## src/rtl/core/ilid_pkg.sv

```systemverilog
package ilid_pkg;

  localparam int WordW = 32;
  localparam int PosW  = 7;

  typedef logic signed [WordW-1:0] word_t;

  localparam logic [PosW-1:0] CapReset = 7'd64;

  typedef enum logic [1:0] {
    K_APPEND = 2'd0,
    K_INSERT = 2'd1,
    K_DELETE = 2'd2,
    K_READ   = 2'd3
  } kind_e;

  typedef enum logic [1:0] {
    ST_DONE  = 2'd0,
    ST_FULL  = 2'd1,
    ST_RANGE = 2'd2
  } status_e;

  typedef enum logic [2:0] {
    S_IDLE   = 3'b001,
    S_WAIT   = 3'b010,
    S_COMMIT = 3'b100
  } state_e;

  typedef struct packed {
    logic            ins;
    logic            del;
    logic [PosW-1:0] pos;
    word_t           val;
  } cmd_t;

endpackage

```

## src/rtl/core/ilid_cell.sv

```systemverilog
module ilid_cell import ilid_pkg::*; #(
  parameter int Index = 0
) (
  input  logic  clk_i,
  input  cmd_t  cmd_i,
  input  word_t left_i,
  input  word_t right_i,
  output word_t entry_o,
  output word_t tap_o
);

  localparam logic [31:0] IdxU = 32'(Index);

  word_t entry_q;
  word_t entry_d;
  logic  at_pos;
  logic  above;

  assign at_pos = ({{(32-PosW){1'b0}}, cmd_i.pos} == IdxU);
  assign above  = ({{(32-PosW){1'b0}}, cmd_i.pos} < IdxU);

  always_comb begin
    entry_d = entry_q;
    if (cmd_i.ins) begin
      if (at_pos) begin
        entry_d = cmd_i.val;
      end else if (above) begin
        entry_d = left_i;
      end
    end else if (cmd_i.del && (at_pos || above)) begin
      entry_d = right_i;
    end
  end

  always_ff @(posedge clk_i) begin
    entry_q <= entry_d;
  end

  assign entry_o = entry_q;
  assign tap_o   = at_pos ? entry_q : '0;

endmodule

```

## config.mk

```make
export PLATFORM = sky130hd
export DESIGN_NAME = ilid_cell
export DESIGN_NICKNAME = d
export VERILOG_FILES = /design/src/rtl/core/ilid_pkg.sv /design/src/rtl/core/ilid_cell.sv
export SDC_FILE = /design/constraint.sdc
export NUM_CORES = 1
export LEC_CHECK = 0
export BUFFER_PORTS_ARGS = -buffer_cell sky130_fd_sc_hd__buf_2
export CORE_AREA = 4 4 74 76
export CTS_BUF_LIST = sky130_fd_sc_hd__clkbuf_8
export DETAILED_ROUTE_END_ITERATION = 16
export DIE_AREA = 0 0 78 80
export GPL_ROUTABILITY_DRIVEN = 0
export PLACE_DENSITY = 0.94
export SYNTH_ARGS = -nofsm -noshare
export SYNTH_HDL_FRONTEND = slang
export SYNTH_SLANG_ARGS = --single-unit
```

## constraint.sdc

```tcl
create_clock -name clk_i -period 13.4 [get_ports clk_i]
set_input_delay 2.68 -clock clk_i [delete_from_list [all_inputs] [get_ports clk_i]]
set_output_delay 2.68 -clock clk_i [all_outputs]
set_load 0.02 [all_outputs]
```

# ---- After elaboration in Yosys (flattened, before gate mapping)
# Cells that the tools add are included.
dict set report totals {
  ff_bits 32
  in_bits 106
  out_inout_bits 64
}
dict set report op_classes {
  n_eq_ne 1
  mux 4
  n_reduce_logical 4
}
# op count
set ops {}
lappend ops {{2-to-1 mux 32 bit} 4}
lappend ops {{logical NOT 7 bit} 1}
lappend ops {{inequality test 2 x 1 -> 1 bit (second input constant)} 1}
lappend ops {{AND reduction 2 bit} 1}
lappend ops {{nonzero test 2 bit} 1}
lappend ops {{logical AND 1 bit} 1}

# ---- Logic depth before layout (Yosys ltp)
# Gate-level depths: netlist (run 1).
dict set report logic_depth {
  depth_word 4
  depth_mapped 4
}

# ---- Least setup slack after synthesis (run 1)
# Ideal clock, no wire load.
dict set report synth_timing {
  kind {input to output}
  from {in cmd_i[34] (netlist bit)}
  to {out tap_o[0]}
  arrival_ns 3.846
  required_time_ns 10.720
  slack_ns 6.874
  cell_stages 3
  path_buffers 1
  cell_sequence {or4_4 -> buf_6 -> nor3_1}
}
dict set report synth_between {
  elab_chain_len 2
}
# element line_no
set synth_lines {}
lappend synth_lines {{from (decl)} ilid_cell.sv:5} ;# input cmd_t cmd_i,
lappend synth_lines {{logical NOT 7 bit} ilid_cell.sv:19} ;# assign at_pos = ({{(32-PosW){1'b0}}, cmd_i.pos} == IdxU);
lappend synth_lines {{2-to-1 mux 32 bit} ilid_cell.sv:40} ;# assign tap_o = at_pos ? entry_q : '0;
lappend synth_lines {{to (decl)} ilid_cell.sv:9} ;# output word_t tap_o
# Every way passes these cells.

# ---- Worst setup path in the final report (run 1)
dict set report layout_timing {
  from {in cmd_i[33] (netlist bit)}
  to {out tap_o[0]}
}
# Same word-level chain as after synthesis.

==> results of run 1 <==
cells in the final DEF, fill, tap and decap left out:
| cell type | count |
|---|---|
| inv_1 | 34 |
| or3_2 | 1 |
| mux2_2 | 32 |
| or4_4 | 1 |
| buf_4 | 1 |
| edfxtp_1 | 32 |
| clkinv_1 | 1 |
| buf_2 | 137 |
| clkbuf_8 | 5 |
| nor2_1 | 1 |
| nor3_1 | 2 |
| nor3_2 | 31 |
worst paths after layout:
path  startpoint         end  slack [ns]
max    cmd_i[33]    tap_o[0]        6.54
min   right_i[7]  entry_o[7]        2.70
power by group through the flow:
stage / Sequential (mW) / Clock [mW] / Combinational (mW)
2_1_floorplan: 0.115 / 0 / 0.0147
3_3_place_gp: 0.114 / 0 / 0.0255
3_5_place_dp: 0.114 / 0 / 0.0267
4_1_cts: 0.112 / 0.0702 / 0.0268
5_1_grt: 0.112 / 0.0747 / 0.0292
6_report: 0.112 / 0.0669 / 0.0265
cell families (layout without fill, tap and decap cells):
logic type    Yosys count  in the layout  synth area share (%)
mux                    32             32                 19.10
flops                  32             32                 50.93
simple gates           36             36                 17.84
buf+inv                44            178                 12.14
layer usage:
layer | share of wire (%) | vias to the layer above
li1 | - | 753
met1 | 35 | 701
met2 | 58 | 60
met3 | 6.3 | 2
met4 | 0.65 | 0
met5 | 0 | -
final cells by class:
class	instances	area, µm²
Clock buffer	5	68.82
Clock inverter	3	11.26
Fill cell	421	2082
Inverter	32	120.1
Multi-Input combinational cell	68	703.2
Sequential cell	32	960.9
Tap cell	67	83.83
Timing Repair Buffer	138	693.2
==> results.json, run 1 <==
{
  "postLayoutCoreUtil_pct": 55.92,
  "gr-total-overflow": 0,
  "cp_slowest_cell": "or3_2",
  "critPathTopFamily": "simple AND/OR/NAND/NOR gates",
  "synth_ff_type": "edfxtp_1",
  "status": "completed",
  "min_path_type": "in -> reg",
  "clock-sinks": 32,
  "nets": 383,
  "holdBufCountCts": 0,
  "root_buffer": "clkbuf_8",
  "met2_usage_pct": 29.37,
  "groute.layer.met3.usage_pct": 3.499,
  "path_cells": "buf_2 -> or3_2 -> nor3_1 -> buf_2",
  "cts_tree": "built",
  "clock_path_buffers": 2,
  "power.leakage_nw": 1.253,
  "worst_setup_path_start_kind": "primary input",
  "tns_ns": 0,
  "worst_pin_slew_ns": 0.9321,
  "grt_most_used_layer": "met2",
  "layout-drive-gt1-share_pct": 74.82,
  "synth_top_area_share_pct": 50.93,
  "dp_hpwl_um": 3737,
  "hold_slack_ns": 2.703,
  "netlist_instances": 144,
  "clkTransAtPathRegs_ns": 0.07,
  "cp_common_cell": "buf_2",
  "place_ws_ns": 6.553,
  "first_pass_iters": 4,
  "p_per_area_nw_per_um2": 77.65,
  "timing.fmax_ghz": 0.1458,
  "grt_pass1_vias": 1531,
  "setup_ws_ns": 6.543,
  "track_usage_pct": 14.93,
  "ys_ff_latch": 32,
  "synth_area_um2": 1887,
  "cp_slowest_stage_delay_ns": 0.87,
  "synth_area_leader_cell": "edfxtp_1",
  "die_area_um2": 6240,
  "finalHoldViolCount": 0,
  "routedWlPerCell_um": 13.93,
  "p_total_mw": 0.2051,
  "power_frac_clock_pct": 32.6,
  "setup_viol": 0,
  "grt_pass1_wl_um": 7279,
  "hold_depth": 2,
  "p_comb_share_pct": 12.9,
  "placeableCoreArea_um2": 4723,
  "maxCapViolCount": 0,
  "instances_no_fill": 345,
  "switchingPower_mw": 0.04385,
  "finalCritPeriodShare_pct": 51.17,
  "swShare_pct": 21.38,
  "die_x_um": 78,
  "worstPathRequired_ns": 10.72,
  "grt_antenna_before_repair": 0,
  "final_cell_area_um2": 2641,
  "cts.htree.levels": 2,
  "ys_top_cells_by_count": "32 x edfxtp_1, 32 x inv_1, 32 x mux2_2",
  "p_seq_share_pct": 54.5,
  "cts_resized": 0,
  "crit_type": "in -> out",
  "path_buf_inv": 2,
  "slew_viol_final": 0,
  "io_pins": 170,
  "start_util_pct": 39.95,
  "synth_edf_count": 32,
  "cts_setup_buffers": 0,
  "drcViolationCount": 0,
  "wirelength_um": 4806,
  "synthArstFlopShare_pct": 0,
  "min_period_ns": 6.857,
  "synth.distinct_cells": 12,
  "largest_register_ffs": 32,
  "end_kind": "primary output",
  "placed_cell_area_um2": 2561,
  "antenna_cells": 0,
  "rsz0062_at_grt": "false",
  "cts_buffers": 5,
  "max_slew_margin_pct": 37.86,
  "syn_avg_cell_area_um2": 13.10,
  "avgViaCountPerCell": 4.394,
  "ant_nets": 0,
  "vias": 1516,
  "grt_use_met1_pct": 15.26,
  "critical_path_cell_count": 4,
  "yosysSeqAreaShare_pct": 50.93,
  "cp_max_fo": 33,
  "yosysWarnings": 0,
  "yosys-top-cells-area": "edfxtp_1 51%, mux2_2 19%, nor3_2 16%",
  "drt-initial-drc-count": 54,
  "grt_max_degree": 34,
  "vdd_drop_max_mv": 0.05060,
  "fp.dieH_um": 80,
  "place_inst": 337,
  "rows": 25,
  "synth_fp_nets": 250,
  "worstPathArrival_ns": 4.18,
  "port_buffers": 137,
  "cell_internal_pwr_mw": 0.1612,
  "syn2layout_area_growth_pct": 39.99
}
No activity file was read; power rests on OpenSTA's default activity.
==> run 2: changes to the inputs <==
- CORE_AREA: 4 4 74 76 -> 4 4 79 81
- DIE_AREA: 0 0 78 80 -> 0 0 83 85
- PLACE_DENSITY: 0.94 -> 0.88
- clock period: 13.4 -> 6.1 ns (I/O delays scaled with it)
==> results.json, run 2 (same netlist as run 1, synthesis figures left out) <==
{
  "clock-sinks": 32,
  "power.leakage_nw": 1.255,
  "worst_setup_path_start_kind": "primary input",
  "ant_nets": 0,
  "wirelength_um": 4847,
  "grt_pass1_vias": 1703,
  "drcViolationCount": 0,
  "crit_type": "in -> out",
  "cp_common_cell": "buf_2",
  "place_ws_ns": 2.211,
  "hold_start": "cmd_i[4]",
  "start_util_pct": 34.48,
  "clock_path_buffers": 2,
  "vdd_drop_max_mv": 0.1114,
  "track_usage_pct": 13.72,
  "fp.dieH_um": 85,
  "grt_antenna_before_repair": 0,
  "critPathTopFamily": "simple AND/OR/NAND/NOR gates",
  "grt_pass1_wl_um": 7914,
  "cp_slowest_stage_delay_ns": 0.87,
  "routedWlPerCell_um": 13.85,
  "nets": 384,
  "status": "completed",
  "p_total_mw": 0.4485,
  "path_buf_inv": 2,
  "cts_resized": 0,
  "cts_setup_buffers": 0,
  "postLayoutCoreUtil_pct": 48.47,
  "hold_slack_ns": 1.241,
  "grt_max_degree": 34,
  "dp_hpwl_um": 3818,
  "maxCapViolCount": 0,
  "layout_commonest_cell": "buf_2",
  "instances_no_fill": 350,
  "clkTransAtPathRegs_ns": 0.07,
  "cts_buffers": 5,
  "path_cells": "buf_2 -> or3_2 -> nor3_1 -> buf_2",
  "placeableCoreArea_um2": 5473,
  "finalCritPeriodShare_pct": 63.31,
  "cp_max_fo": 33,
  "p_per_area_nw_per_um2": 169.1,
  "min_period_ns": 3.862,
  "grt_use_met1_pct": 13.28,
  "die_x_um": 83,
  "tns_ns": 0,
  "port_buffers": 137,
  "placed_cell_area_um2": 2575,
  "grt_most_used_layer": "met2",
  "met2_usage_pct": 27.41,
  "finalHoldViolCount": 0,
  "worstPathRequired_ns": 4.88,
  "first_pass_iters": 3,
  "setup_viol": 0,
  "largest_register_ffs": 32,
  "syn2layout_area_growth_pct": 40.58,
  "crit_start": "cmd_i[33]",
  "groute.layer.met3.usage_pct": 2.816,
  "io_pins": 170,
  "root_buffer": "clkbuf_8",
  "avgViaCountPerCell": 4.400,
  "final_cell_mix": "137 x buf_2, 33 x inv_1, 32 x mux2_2, 32 x edfxtp_1, 31 x nor3_2",
  "antenna_cells": 0,
  "max_slew_margin_pct": 37.00,
  "timing.fmax_ghz": 0.2589,
  "rsz0062_at_grt": "false",
  "holdBufCountCts": 0,
  "cts.htree.levels": 2,
  "cts_tree": "built",
  "worst_pin_slew_ns": 0.9450,
  "cp_slowest_cell": "or3_2",
  "place_inst": 343,
  "end_kind": "primary output",
  "die_area_um2": 7055,
  "rows": 27,
  "gr-total-overflow": 0,
  "setup_ws_ns": 2.238,
  "layout-drive-gt1-share_pct": 75.54,
  "slew_viol_final": 0,
  "vias": 1540,
  "hold_end": "entry_o[4]",
  "worstPathArrival_ns": 2.64,
  "hold_depth": 2,
  "final_cell_area_um2": 2653,
  "drt-initial-drc-count": 32,
  "min_path_type": "in -> reg"
}
[run 2: cell types whose count changed in the layout (fill, tap and decap cells not counted)]
cell and change:
buf_4 +1, clkinv_2 +1, inv_1 -1, clkinv_1 -1
[run 2: how the worst max path moves through the flow]
stage	slack, ns	endpoint	cells past startpoint
after floorplan	1.50	entry_o[0]	3
after global placement	2.23	tap_o[31]	4
after detailed placement	2.21	tap_o[31]	4
after CTS	2.21	tap_o[31]	4
after global routing	2.12	tap_o[0]	4
final	2.24	tap_o[31]	4
[run 2: cell type report]
class | instances | area (µm²)
clock buffer | 5 | 68.82
clock inverter | 2 | 8.758
fill | 528 | 2820
inverter | 32 | 120.1
multi-input combinational | 68 | 703.2
sequential | 32 | 960.9
tap | 72 | 90.09
timing repair buffer | 139 | 700.7
[run 2: where the power goes]
part | leakage, nW | internal (mW) | switching (mW) | total [mW]
Sequential | 0.288 | 0.245 | 0.000517 | 0.245
Clock | 0.0452 | 0.0757 | 0.0696 | 0.145
Combinational | 0.922 | 0.0334 | 0.0244 | 0.0577
Total | 1.26 | 0.354 | 0.0945 | 0.448
[run 2: metal layers]
layer  wire length (µm)  share of wire, %
met5                  0                 0
met4                 63               1.3
met3                325               6.7
met2               2724                56
met1               1733                36
